File: config.mk
export PLATFORM = sky130hd
export DESIGN_NAME = macd_ema_indicator
export DESIGN_NICKNAME = d
export VERILOG_FILES = /design/src/hdl/macd_pkg.sv /design/src/hdl/macd_ctrl.sv /design/src/hdl/macd_dp.sv /design/src/hdl/macd_ema_indicator.sv
export SDC_FILE = /design/constraint.sdc
export NUM_CORES = 2
export LEC_CHECK = 0
export BUFFER_PORTS_ARGS = -buffer_cell sky130_fd_sc_hd__buf_2
export CAP_MARGIN = 5
export CELL_PAD_IN_SITES_DETAIL_PLACEMENT = 0
export CELL_PAD_IN_SITES_GLOBAL_PLACEMENT = 1
export CORE_UTILIZATION = 45
export CTS_CLUSTER_SIZE = 28
export DETAILED_ROUTE_END_ITERATION = 10
export PLACE_DENSITY_LB_ADDON = 0.12
export SETUP_SLACK_MARGIN = 0.15
export SYNTH_ARGS = -nofsm -noshare
export SYNTH_HDL_FRONTEND = slang
export SYNTH_SLANG_ARGS = --single-unit
File: constraint.sdc
create_clock -name i_clk -period 10.84 [get_ports i_clk]
set_input_delay 3.252 -clock i_clk [delete_from_list [all_inputs] [get_ports i_clk]]
set_output_delay 3.252 -clock i_clk [all_outputs]
set_load 0.05 [all_outputs]
File: src/hdl/macd_pkg.sv
// ----------------------------------------------------------------------------
// MACD indicator package
// Widths, register reset values, register indexes and controller commands.
// ----------------------------------------------------------------------------
package macd_pkg;

    localparam int PRICE_BITS  = 32;
    localparam int WFRAC_BITS  = 16;
    localparam int WEIGHT_BITS = WFRAC_BITS + 1;
    localparam int MACD_BITS   = PRICE_BITS + 1;
    localparam int HIST_BITS   = PRICE_BITS + 2;
    localparam int DIFF_BITS   = PRICE_BITS + 2;
    localparam int PROD_BITS   = WEIGHT_BITS + 1 + DIFF_BITS;
    localparam int START_BITS  = 10;
    localparam int COUNT_BITS  = 11;
    localparam int CFG_IDX_BITS = 2;

    localparam logic [WEIGHT_BITS-1:0] WEIGHT_ONE = WEIGHT_BITS'(1) << WFRAC_BITS;
    localparam logic [COUNT_BITS-1:0]  COUNT_MAX  = '1;

    localparam logic [WEIGHT_BITS-1:0] FAST_WEIGHT_RST   = WEIGHT_BITS'(10082);
    localparam logic [WEIGHT_BITS-1:0] SLOW_WEIGHT_RST   = WEIGHT_BITS'(4855);
    localparam logic [WEIGHT_BITS-1:0] SIGNAL_WEIGHT_RST = WEIGHT_BITS'(13107);
    localparam logic [START_BITS-1:0]  SIGNAL_START_RST  = START_BITS'(26);

    typedef enum logic [CFG_IDX_BITS-1:0] {
        CFG_FAST_WEIGHT   = 2'd0,
        CFG_SLOW_WEIGHT   = 2'd1,
        CFG_SIGNAL_WEIGHT = 2'd2,
        CFG_SIGNAL_START  = 2'd3
    } t_cfg_idx;

    typedef enum logic [1:0] {
        MUL_FAST,
        MUL_SLOW,
        MUL_SIGNAL
    } t_mul_sel;

    typedef struct packed {
        logic     load;
        logic     mul_en;
        t_mul_sel mul_sel;
        logic     upd_fast;
        logic     upd_slow;
        logic     upd_signal;
        logic     out_load;
    } t_dp_cmd;

endpackage

File: src/hdl/macd_ctrl.sv
// ----------------------------------------------------------------------------
// MACD controller
// Sequences the shared multiplier over fast, slow and signal averages.
// ----------------------------------------------------------------------------
module macd_ctrl (
    input  logic              i_clk,
    input  logic              i_rst_n,
    input  logic              i_in_valid,
    output logic              o_in_ready,
    output logic              o_out_valid,
    input  logic              i_out_ready,
    output macd_pkg::t_dp_cmd o_cmd
);

    typedef enum logic [2:0] {
        S_IDLE,
        S_MUL_FAST,
        S_MUL_SLOW,
        S_ADD_SLOW,
        S_MUL_SIG,
        S_ADD_SIG,
        S_OUT
    } t_state;

    t_state            r_state, n_state;
    logic              r_out_valid, n_out_valid;
    macd_pkg::t_dp_cmd cmd;

    always_comb begin
        cmd         = '0;
        cmd.mul_sel = macd_pkg::MUL_FAST;
        n_state     = r_state;
        unique case (r_state)
            S_IDLE: begin
                cmd.load = i_in_valid;
                if (i_in_valid) begin
                    n_state = S_MUL_FAST;
                end
            end
            S_MUL_FAST: begin
                cmd.mul_en  = 1'b1;
                cmd.mul_sel = macd_pkg::MUL_FAST;
                n_state     = S_MUL_SLOW;
            end
            S_MUL_SLOW: begin
                cmd.upd_fast = 1'b1;
                cmd.mul_en   = 1'b1;
                cmd.mul_sel  = macd_pkg::MUL_SLOW;
                n_state      = S_ADD_SLOW;
            end
            S_ADD_SLOW: begin
                cmd.upd_slow = 1'b1;
                n_state      = S_MUL_SIG;
            end
            S_MUL_SIG: begin
                cmd.mul_en  = 1'b1;
                cmd.mul_sel = macd_pkg::MUL_SIGNAL;
                n_state     = S_ADD_SIG;
            end
            S_ADD_SIG: begin
                cmd.upd_signal = 1'b1;
                n_state        = S_OUT;
            end
            S_OUT: begin
                if (!r_out_valid || i_out_ready) begin
                    cmd.out_load = 1'b1;
                    n_state      = S_IDLE;
                end
            end
            default: begin
                n_state = S_IDLE;
            end
        endcase
        n_out_valid = cmd.out_load ? 1'b1 : (i_out_ready ? 1'b0 : r_out_valid);
    end

    always_ff @(posedge i_clk) begin
        if (!i_rst_n) begin
            r_state     <= S_IDLE;
            r_out_valid <= 1'b0;
        end else begin
            r_state     <= n_state;
            r_out_valid <= n_out_valid;
        end
    end

    assign o_in_ready  = (r_state == S_IDLE);
    assign o_out_valid = r_out_valid;
    assign o_cmd       = cmd;

endmodule

File: src/hdl/macd_dp.sv
// ----------------------------------------------------------------------------
// MACD datapath
// Configuration registers, averages, shared multiplier and result register.
// ----------------------------------------------------------------------------
module macd_dp (
    input  logic                                   i_clk,
    input  logic                                   i_rst_n,
    input  macd_pkg::t_dp_cmd                      i_cmd,
    input  logic                                   i_cfg_valid,
    output logic                                   o_cfg_ready,
    input  logic [macd_pkg::CFG_IDX_BITS-1:0]      i_cfg_index,
    input  logic [macd_pkg::WEIGHT_BITS-1:0]       i_cfg_data,
    input  logic [macd_pkg::PRICE_BITS-1:0]        i_price,
    input  logic                                   i_first_of_series,
    output logic signed [macd_pkg::MACD_BITS-1:0]  o_macd_value,
    output logic signed [macd_pkg::MACD_BITS-1:0]  o_signal_value,
    output logic signed [macd_pkg::HIST_BITS-1:0]  o_histogram_value
);

    logic [macd_pkg::WEIGHT_BITS-1:0]     r_fast_w, r_slow_w, r_sig_w;
    logic [macd_pkg::START_BITS-1:0]      r_sig_start;
    logic [macd_pkg::PRICE_BITS-1:0]      r_price, r_fast, r_slow;
    logic                                 r_first;
    logic signed [macd_pkg::MACD_BITS-1:0] r_sig;
    logic [macd_pkg::COUNT_BITS-1:0]      r_count;
    logic signed [macd_pkg::PROD_BITS-1:0] r_prod;
    logic signed [macd_pkg::MACD_BITS-1:0] r_macd_o, r_sig_o;
    logic signed [macd_pkg::HIST_BITS-1:0] r_hist_o;

    logic [macd_pkg::WEIGHT_BITS-1:0]      w_sel;
    logic signed [macd_pkg::WEIGHT_BITS:0] w_s;
    logic signed [macd_pkg::DIFF_BITS-1:0] diff;
    logic signed [macd_pkg::DIFF_BITS-1:0] step;
    logic signed [macd_pkg::MACD_BITS-1:0] macd;
    logic [macd_pkg::COUNT_BITS-1:0]       start_ext;
    logic                                  sig_seed, sig_on;
    logic [macd_pkg::DIFF_BITS-1:0]        n_fast, n_slow;
    logic signed [macd_pkg::DIFF_BITS-1:0] n_sig;

    function automatic logic [macd_pkg::WEIGHT_BITS-1:0] clamp_w(
        input logic [macd_pkg::WEIGHT_BITS-1:0] w
    );
        return (w > macd_pkg::WEIGHT_ONE) ? macd_pkg::WEIGHT_ONE : w;
    endfunction

    assign o_cfg_ready = 1'b1;
    assign start_ext   = macd_pkg::COUNT_BITS'(r_sig_start);
    assign sig_seed    = (r_count == start_ext);
    assign sig_on      = (r_count >= start_ext);
    assign macd        = $signed({1'b0, r_fast}) - $signed({1'b0, r_slow});
    assign step        = macd_pkg::DIFF_BITS'(r_prod >>> macd_pkg::WFRAC_BITS);
    assign n_fast      = {2'b00, r_fast} + step;
    assign n_slow      = {2'b00, r_slow} + step;
    assign n_sig       = macd_pkg::DIFF_BITS'(r_sig) + step;

    always_comb begin
        case (i_cmd.mul_sel)
            macd_pkg::MUL_FAST: begin
                w_sel = r_first ? macd_pkg::WEIGHT_ONE : clamp_w(r_fast_w);
                diff  = $signed({2'b00, r_price}) - $signed({2'b00, r_fast});
            end
            macd_pkg::MUL_SLOW: begin
                w_sel = r_first ? macd_pkg::WEIGHT_ONE : clamp_w(r_slow_w);
                diff  = $signed({2'b00, r_price}) - $signed({2'b00, r_slow});
            end
            default: begin
                w_sel = sig_seed ? macd_pkg::WEIGHT_ONE : clamp_w(r_sig_w);
                diff  = macd_pkg::DIFF_BITS'(macd) - macd_pkg::DIFF_BITS'(r_sig);
            end
        endcase
        w_s = $signed({1'b0, w_sel});
    end

    always_ff @(posedge i_clk) begin
        if (!i_rst_n) begin
            r_fast_w    <= macd_pkg::FAST_WEIGHT_RST;
            r_slow_w    <= macd_pkg::SLOW_WEIGHT_RST;
            r_sig_w     <= macd_pkg::SIGNAL_WEIGHT_RST;
            r_sig_start <= macd_pkg::SIGNAL_START_RST;
            r_fast      <= '0;
            r_slow      <= '0;
            r_sig       <= '0;
            r_count     <= '0;
        end else begin
            if (i_cfg_valid) begin
                unique case (macd_pkg::t_cfg_idx'(i_cfg_index))
                    macd_pkg::CFG_FAST_WEIGHT:   r_fast_w    <= i_cfg_data;
                    macd_pkg::CFG_SLOW_WEIGHT:   r_slow_w    <= i_cfg_data;
                    macd_pkg::CFG_SIGNAL_WEIGHT: r_sig_w     <= i_cfg_data;
                    macd_pkg::CFG_SIGNAL_START:
                        r_sig_start <= i_cfg_data[macd_pkg::START_BITS-1:0];
                    default: ;
                endcase
            end
            if (i_cmd.load) begin
                if (i_first_of_series) begin
                    r_count <= '0;
                end else if (r_count != macd_pkg::COUNT_MAX) begin
                    r_count <= r_count + 1'b1;
                end
            end
            if (i_cmd.upd_fast) begin
                r_fast <= n_fast[macd_pkg::PRICE_BITS-1:0];
            end
            if (i_cmd.upd_slow) begin
                r_slow <= n_slow[macd_pkg::PRICE_BITS-1:0];
            end
            if (i_cmd.upd_signal && sig_on) begin
                r_sig <= n_sig[macd_pkg::MACD_BITS-1:0];
            end
        end
    end

    always_ff @(posedge i_clk) begin
        if (i_cmd.load) begin
            r_price <= i_price;
            r_first <= i_first_of_series;
        end
        if (i_cmd.mul_en) begin
            r_prod <= w_s * diff;
        end
        if (i_cmd.out_load) begin
            r_macd_o <= macd;
            r_sig_o  <= sig_on ? r_sig : '0;
            r_hist_o <= sig_on ? (macd_pkg::HIST_BITS'(macd) - macd_pkg::HIST_BITS'(r_sig))
                               : '0;
        end
    end

    assign o_macd_value      = r_macd_o;
    assign o_signal_value    = r_sig_o;
    assign o_histogram_value = r_hist_o;

endmodule

File: src/hdl/macd_ema_indicator.sv
// ----------------------------------------------------------------------------
// MACD EMA indicator
// Fast and slow exponential averages of a price stream, their difference,
// and a signal line with histogram.
// ----------------------------------------------------------------------------
// One price is taken at a time. On its way from acceptance to a result in
// the output register, the single 18x34 multiplier, registered at its output,
// is used in turn for the fast, slow and signal averages, each product
// followed by an add cycle that updates its average, with the fast add
// overlapping the slow multiply. The next price is accepted in the cycle after
// the result is loaded, even if that result still waits to be taken, so no new
// price enters before the previous one has reached the output register. A
// request that finishes while the previous result still waits holds in its
// last state until that result is taken. Configuration writes are always ready.
module macd_ema_indicator (
    input  logic                                   i_clk,
    input  logic                                   i_rst_n,
    input  logic                                   i_cfg_valid,
    output logic                                   o_cfg_ready,
    input  logic [macd_pkg::CFG_IDX_BITS-1:0]      i_cfg_index,
    input  logic [macd_pkg::WEIGHT_BITS-1:0]       i_cfg_data,
    input  logic                                   i_in_valid,
    output logic                                   o_in_ready,
    input  logic [macd_pkg::PRICE_BITS-1:0]        i_price,
    input  logic                                   i_first_of_series,
    output logic                                   o_out_valid,
    input  logic                                   i_out_ready,
    output logic signed [macd_pkg::MACD_BITS-1:0]  o_macd_value,
    output logic signed [macd_pkg::MACD_BITS-1:0]  o_signal_value,
    output logic signed [macd_pkg::HIST_BITS-1:0]  o_histogram_value
);

    macd_pkg::t_dp_cmd cmd;

    macd_ctrl u_ctrl (
        .i_clk       (i_clk),
        .i_rst_n     (i_rst_n),
        .i_in_valid  (i_in_valid),
        .o_in_ready  (o_in_ready),
        .o_out_valid (o_out_valid),
        .i_out_ready (i_out_ready),
        .o_cmd       (cmd)
    );

    macd_dp u_dp (
        .i_clk             (i_clk),
        .i_rst_n           (i_rst_n),
        .i_cmd             (cmd),
        .i_cfg_valid       (i_cfg_valid),
        .o_cfg_ready       (o_cfg_ready),
        .i_cfg_index       (i_cfg_index),
        .i_cfg_data        (i_cfg_data),
        .i_price           (i_price),
        .i_first_of_series (i_first_of_series),
        .o_macd_value      (o_macd_value),
        .o_signal_value    (o_signal_value),
        .o_histogram_value (o_histogram_value)
    );

endmodule

=== Word level (Yosys, flattened, before mapping) ===
Cells that the tools add are included.

* Bits in registers: 355
* Input bits: 57
* Word-level logic and storage cells: 80

* Add/subtract/negate cells: 9
* Multiply operators: 1
* $lt $le $gt $ge: 4
* Equal/unequal tests: 14
* Muxes and demuxes: 22
* Reductions and logical operators: 14

{| class="wikitable"
|+ Operators by type and width
! operator !! number
|-
| $mux W17 || 6
|-
| $sub A32 B32 Y33 || 3
|-
| $pmux W34 S2 || 1
|-
| $sub A33 B33 Y34 || 2
|-
| $add A32 B32 Y32 || 2
|-
| $gt A17 B17 Y1 const B || 3
|-
| $mul A18 B34 Y49 || 1
|-
| $pmux W17 S2 || 1
|-
| $add A33 B33 Y33 || 1
|-
| $mux W11 || 2
|-
| $pmux W3 S7 || 1
|-
| $reduce_and A2 Y1 || 6
|-
| $add A11 B1 Y11 const B || 1
|-
| $eq A11 B10 Y1 || 1
|-
| $ge A11 B10 Y1 || 1
|-
| $ne A11 B11 Y1 const B || 1
|-
| $eq A3 B3 Y1 const B || 3
|-
| $pmux W3 S3 || 1
|-
| $mux W1 || 8
|-
| $eq A3 B2 Y1 const B || 2
|-
| $mux W3 || 2
|-
| $eq A2 B1 Y1 const B || 2
|-
| $eq A2 B2 Y1 const B || 2
|-
| $logic_not A2 Y1 || 2
|-
| other kinds (8) || 9
|}

=== Depth between registers and ports, before layout ===
* Depth after elaboration: 5
* Mapped depth: 51

=== Hierarchy ===
From an unflattened synthesis, not the netlist that was laid out.

* Cell total of the unflattened synthesis: 4899
* Area total of the unflattened synthesis: 42509.5 µm²

{| class="wikitable"
|+ Modules (own cells, without submodules)
! module !! instances !! cells each !! area each (µm²) !! sequential area each (µm²)
|-
| macd_dp || 1 || 4869 || 42260.5 || 8368.0
|-
| macd_ctrl || 1 || 30 || 249.0 || 80.1
|}

=== Worst setup path before layout ===
OpenSTA, ideal clock, no wires.

* Kind: reg-to-reg
* Start point: reg u_dp.r_fast[0] (netlist name)
* End point: reg u_dp.r_prod[48] (netlist name) (data pin)
* Arrival: 10.273 ns
* Setup slack: 0.307 ns
* Stages on the path, launching flop included: 49
* Path buffers: 1
* Clock period less this slack: 10.533 ns
* Cells stage by stage: dfxtp_1 inv_1 ha_1 fa_1 nor2b_1 o21ai_0 a21boi_0 o211ai_1 a21boi_0 o21a_1 o21ai_0 nand2_1 a21oi_1 o21ba_2 xnor2_1 ha_1 a21o_1 a21o_1 (+13 left out) fa_1 fa_1 inv_1 fa_1 inv_1 ha_1 clkbuf_1 a21oi_1 nor2b_1 o21ai_0 nand2b_1 a31oi_1 o21ai_0 o21a_1 o41a_1 a31o_2 xnor2_1 xnor2_1

* Cells in the longest elaborated chain, start to end: 4

{| class="wikitable"
|+ Ends and longest elaborated chain
! element !! line !! source
|-
| from (decl) || macd_dp.sv:22 || <nowiki>logic [macd_pkg::PRICE_BITS-1:0] r_price, r_fast, r_slow;</nowiki>
|-
| from (signal assigned) || macd_dp.sv:103 || <nowiki>r_fast <= n_fast[macd_pkg::PRICE_BITS-1:0];</nowiki>
|-
| $sub A32 B32 Y33 || macd_dp.sv:50 || <nowiki>assign macd = $signed({1'b0, r_fast}) - $signed({1'b0, r_slow});</nowiki>
|-
| net u_dp.macd, one bit || macd_dp.sv:34 || <nowiki>logic signed [macd_pkg::MACD_BITS-1:0] macd;</nowiki>
|-
| $sub A33 B33 Y34 || macd_dp.sv:68 || <nowiki>diff = macd_pkg::DIFF_BITS'(macd) - macd_pkg::DIFF_BITS'(r_sig);</nowiki>
|-
| $pmux W34 S2 || macd_dp.sv:57 || <nowiki>case (i_cmd.mul_sel)</nowiki>
|-
| $mul A18 B34 Y49 || macd_dp.sv:120 || <nowiki>r_prod <= w_s * diff;</nowiki>
|-
| to (signal assigned) || macd_dp.sv:120 ||
|-
| to (decl) || macd_dp.sv:26 || <nowiki>logic signed [macd_pkg::PROD_BITS-1:0] r_prod;</nowiki>
|}

The timed path passes the listed nets, and every way through them passes these cells.
A chain may end at the register's enable or synchronous reset.

=== Worst setup path after layout ===
* Start point: reg u_dp.r_slow[2] (netlist name)
* End point: reg u_dp.r_prod[48] (netlist name) (data pin)

* Cells in the longest elaborated chain, start to end: 4

{| class="wikitable"
|+ Ends and longest elaborated chain
! element !! line !! source
|-
| from (decl) || macd_dp.sv:22 ||
|-
| from (signal assigned) || macd_dp.sv:106 || <nowiki>r_slow <= n_slow[macd_pkg::PRICE_BITS-1:0];</nowiki>
|-
| $sub A32 B32 Y33 || macd_dp.sv:50 ||
|-
| net u_dp.macd, one bit || macd_dp.sv:34 ||
|-
| $sub A33 B33 Y34 || macd_dp.sv:68 ||
|-
| $pmux W34 S2 || macd_dp.sv:57 ||
|-
| $mul A18 B34 Y49 || macd_dp.sv:120 ||
|}

The timed path passes the listed nets, and every way through them passes these cells.

==> results.yml <==
synthesis:
  syn_nets: 5839
  ys_seq_elements: 339
  synth_cell_type_count: 92
  syn_avg_cell_area_sq_um: 8.62
  yosysSeqAreaShare: 0.200
  async_reset_ff_frac: 0
  syn_inst: 4899
  yosysWarnings: 0
  synth_edf_count: 166
  synthFlopType: "dfxtp_1"
  netlist_area_sq_um: 42200
route:
  viasPerCell: 5.43
  wl_um: 138000
  num_vias: 36092
  drt-initial-drc-count: 2612
  routedWlPerCell_um: 20.8
  drc_errors: 0
  postRouteAntennaNets: 0
  drt_pass1_iterations: 5
floorplan:
  die_h_um: 308
  ioPinCount: 160
  row_count: 112
  core_area_sq_um: 93200
  dieWidth_um: 308
  initial_core_util: 0.453
  dieArea_sq_um: 95100
place:
  portBuffers: 158
  gp_congestion: 0.944
  hpwl_um: 114000
  dp_cells: 6543
worst_setup_path:
  path_class: "reg2reg"
  critPathMaxFanout: 15
  endpoint_kind: "flip-flop"
  worstPathRequired_ns: 11.16
  max_stage_delay_ns: 0.55
  slowest_stage: "fa_1"
  path_common_cell: "buf_4"
  timing.rr.start: "u_dp.r_slow[2]"
  arrival_ns: 10.90
  critPathLaunchType: "flip-flop"
  r2r_end: "u_dp.r_prod[48]"
  reg2regPathDepth: 48
  reg2reg_slack_ns: 0.26
cells_and_area:
  final_cells: 6644
  finalNetCount: 6299
  area_growth_pct: 16.5
  final_common_cell: "inv_1"
  final_layout_size_suffix_gt1_frac: 0.153
  n_fill_cell: 8882
  layout_common_cells: "inv_1 (768), nand2_1 (663), fa_1 (519)"
  diodes: 0
  utilization: 0.528
timing:
  fin_skew_ns: 0.0303
  setup_viol: 0
  fin_hold_ws_ns: 0.463
  drv_slew: 0
  max_freq_ghz: 0.0945
  finalHoldViolCount: 0
  finalCriticalPeriod_ns: 10.58
  rsz0062_at_grt: "yes"
  tightest_slew_ns: 1.16
  min_period_over_period: 0.976
  max_slew_margin: 0.224
clock_tree:
  clk_pin_slew_ns: 0.06
  cts_max_path_buffers: 3
  hold_buffers: 0
  cts-root-buf: "clkbuf_16"
  numCtsBuffers: 40
  cts_tree: "yes"
  htree_levels: 2
  clock_latency_ns: 0.59
  clock-sinks: 339
worst_hold_path:
  hold_end: "u_dp.r_sig_start[6]"
  hold_path_class: "reg2reg"
  min_path_cells: 2
  hold_start: "u_dp.r_sig_start[6]"
run_status:
  outcome: "finished, final reports clean"
global_route:
  grt_overflow: 0
  antenna_found_initial: 2
  grt_max_degree: 75
  grt_pass1_vias: 35575
  grt_usage: 0.291
  grt_pass1_wl_um: 211000
job:
  cap_violations: 0
==> state kept, by name (all words and copies together) (netlist names) <==
name and cells:
u_dp.o_signal_value 33, u_dp.r_fast_w 17, u_dp.r_sig 33, u_dp.r_count 11
u_dp.r_sig_w 17, u_ctrl.r_state 3, u_dp.r_slow_w 17, u_dp.o_histogram_value 34
u_dp.r_sig_start 10, u_ctrl.o_out_valid 1, u_dp.o_macd_value 33, u_dp.r_slow 32
u_dp.r_price 32, u_dp.r_fast 32, u_dp.r_first 1, u_dp.r_prod 33
==> repair_timing <==
action	CTS	global route
buffers inserted	5	23
pin swaps	30	93
setup endpoints to repair	12	20
resized for setup	51	109
==> per-stage QoR <==
step | cell area (sq um) | setup WS, ns | setup TNS [ns]
2_1_floorplan | 42200 | 0.307 | 0
3_3_place_gp | 47100 | -0.304 | -1.18
3_5_place_dp | 47100 | -0.447 | -1.59
4_1_cts | 48600 | 0.127 | 0
5_1_grt | 49200 | -0.190 | -0.452
6_report | 49200 | 0.257 | 0
==> worst max-delay path: cells and delay by family (launching register included) <==
family | cells | cell delay, ns
buffers and inverters | 12 | 1.48
AOI/OAI and AO/OA | 17 | 3.40
DFF | 1 | 0.33
xor gates and xnor gates | 4 | 0.48
adders and majority gates | 9 | 3.95
and+or+nand+nor | 6 | 0.68
==> area by class of cell <==
class                      count  area [sq um]  share of cell area
inverter                     775          2910              0.0591
clock buffer                  47          1050              0.0213
multi-input combinational   3619         30900               0.628
timing repair buffer         584          4100              0.0832
clock inverter                26           210             0.00427
tap                         1254          1570              0.0319
sequential                   339          8450               0.172
==> layer usage <==
metal / global-route usage / up-vias / wire [um]
li1: - / 17014 / -
met1: 0.427 / 17801 / 65100
met2: 0.457 / 1133 / 61100
met3: 0.0309 / 144 / 8500
met4: 0.0735 / 0 / 3720
met5: 0 / - / 0
==> synthesized netlist by cell type, types with 42 or more instances <==
cell	n	area (sq um)
nor2_1	407	1530
nand2b_1	42	263
and2_1	72	450
xor2_1	65	569
inv_1	775	2910
nand2_1	667	2500
fa_1	530	10600
dfxtp_1	173	3460
nor3_1	60	300
clkbuf_1	140	526
o21a_1	65	488
ha_1	353	4420
o21ai_0	124	621
a21o_1	142	1070
edfxtp_1	166	4980
nand3_1	72	360
nor2b_1	48	300
a21oi_1	327	1640
xnor2_1	150	1310
==> worst max-delay path by stage <==
stage,from,end,slack [ns],depth (start not counted)
global route,u_dp.r_fast[0],u_dp.r_prod[48],-0.19,50
floorplan,u_dp.r_fast[0],u_dp.r_prod[48],0.31,48
global placement,u_dp.r_fast[0],u_dp.r_prod[48],-0.30,52
finish,u_dp.r_slow[2],u_dp.r_prod[48],0.26,48
detailed placement,u_dp.r_fast[0],u_dp.r_prod[48],-0.45,48
CTS,u_dp.r_slow[8],u_dp.r_prod[48],0.13,46
==> kinds of logic (layout without fill, tap and decap cells) <==
group                    Yosys count  after routing  synth area share
AND/OR/NAND/NOR                 1566           1566             0.168
AO/OA/AOI/OAI                    941            941             0.144
buffers and inverters            941           1432            0.0846
adder cells (fa/ha/maj)          883            883             0.356
flip-flops                       339            339             0.200
XOR/XNOR                         215            215            0.0446
multiplexers                      13             13           0.00320
other                              1              1         0.0000888
Power is left out: the tool's default activity adds up to more than one toggle a clock period on the data nets, which glitch-free logic cannot reach.
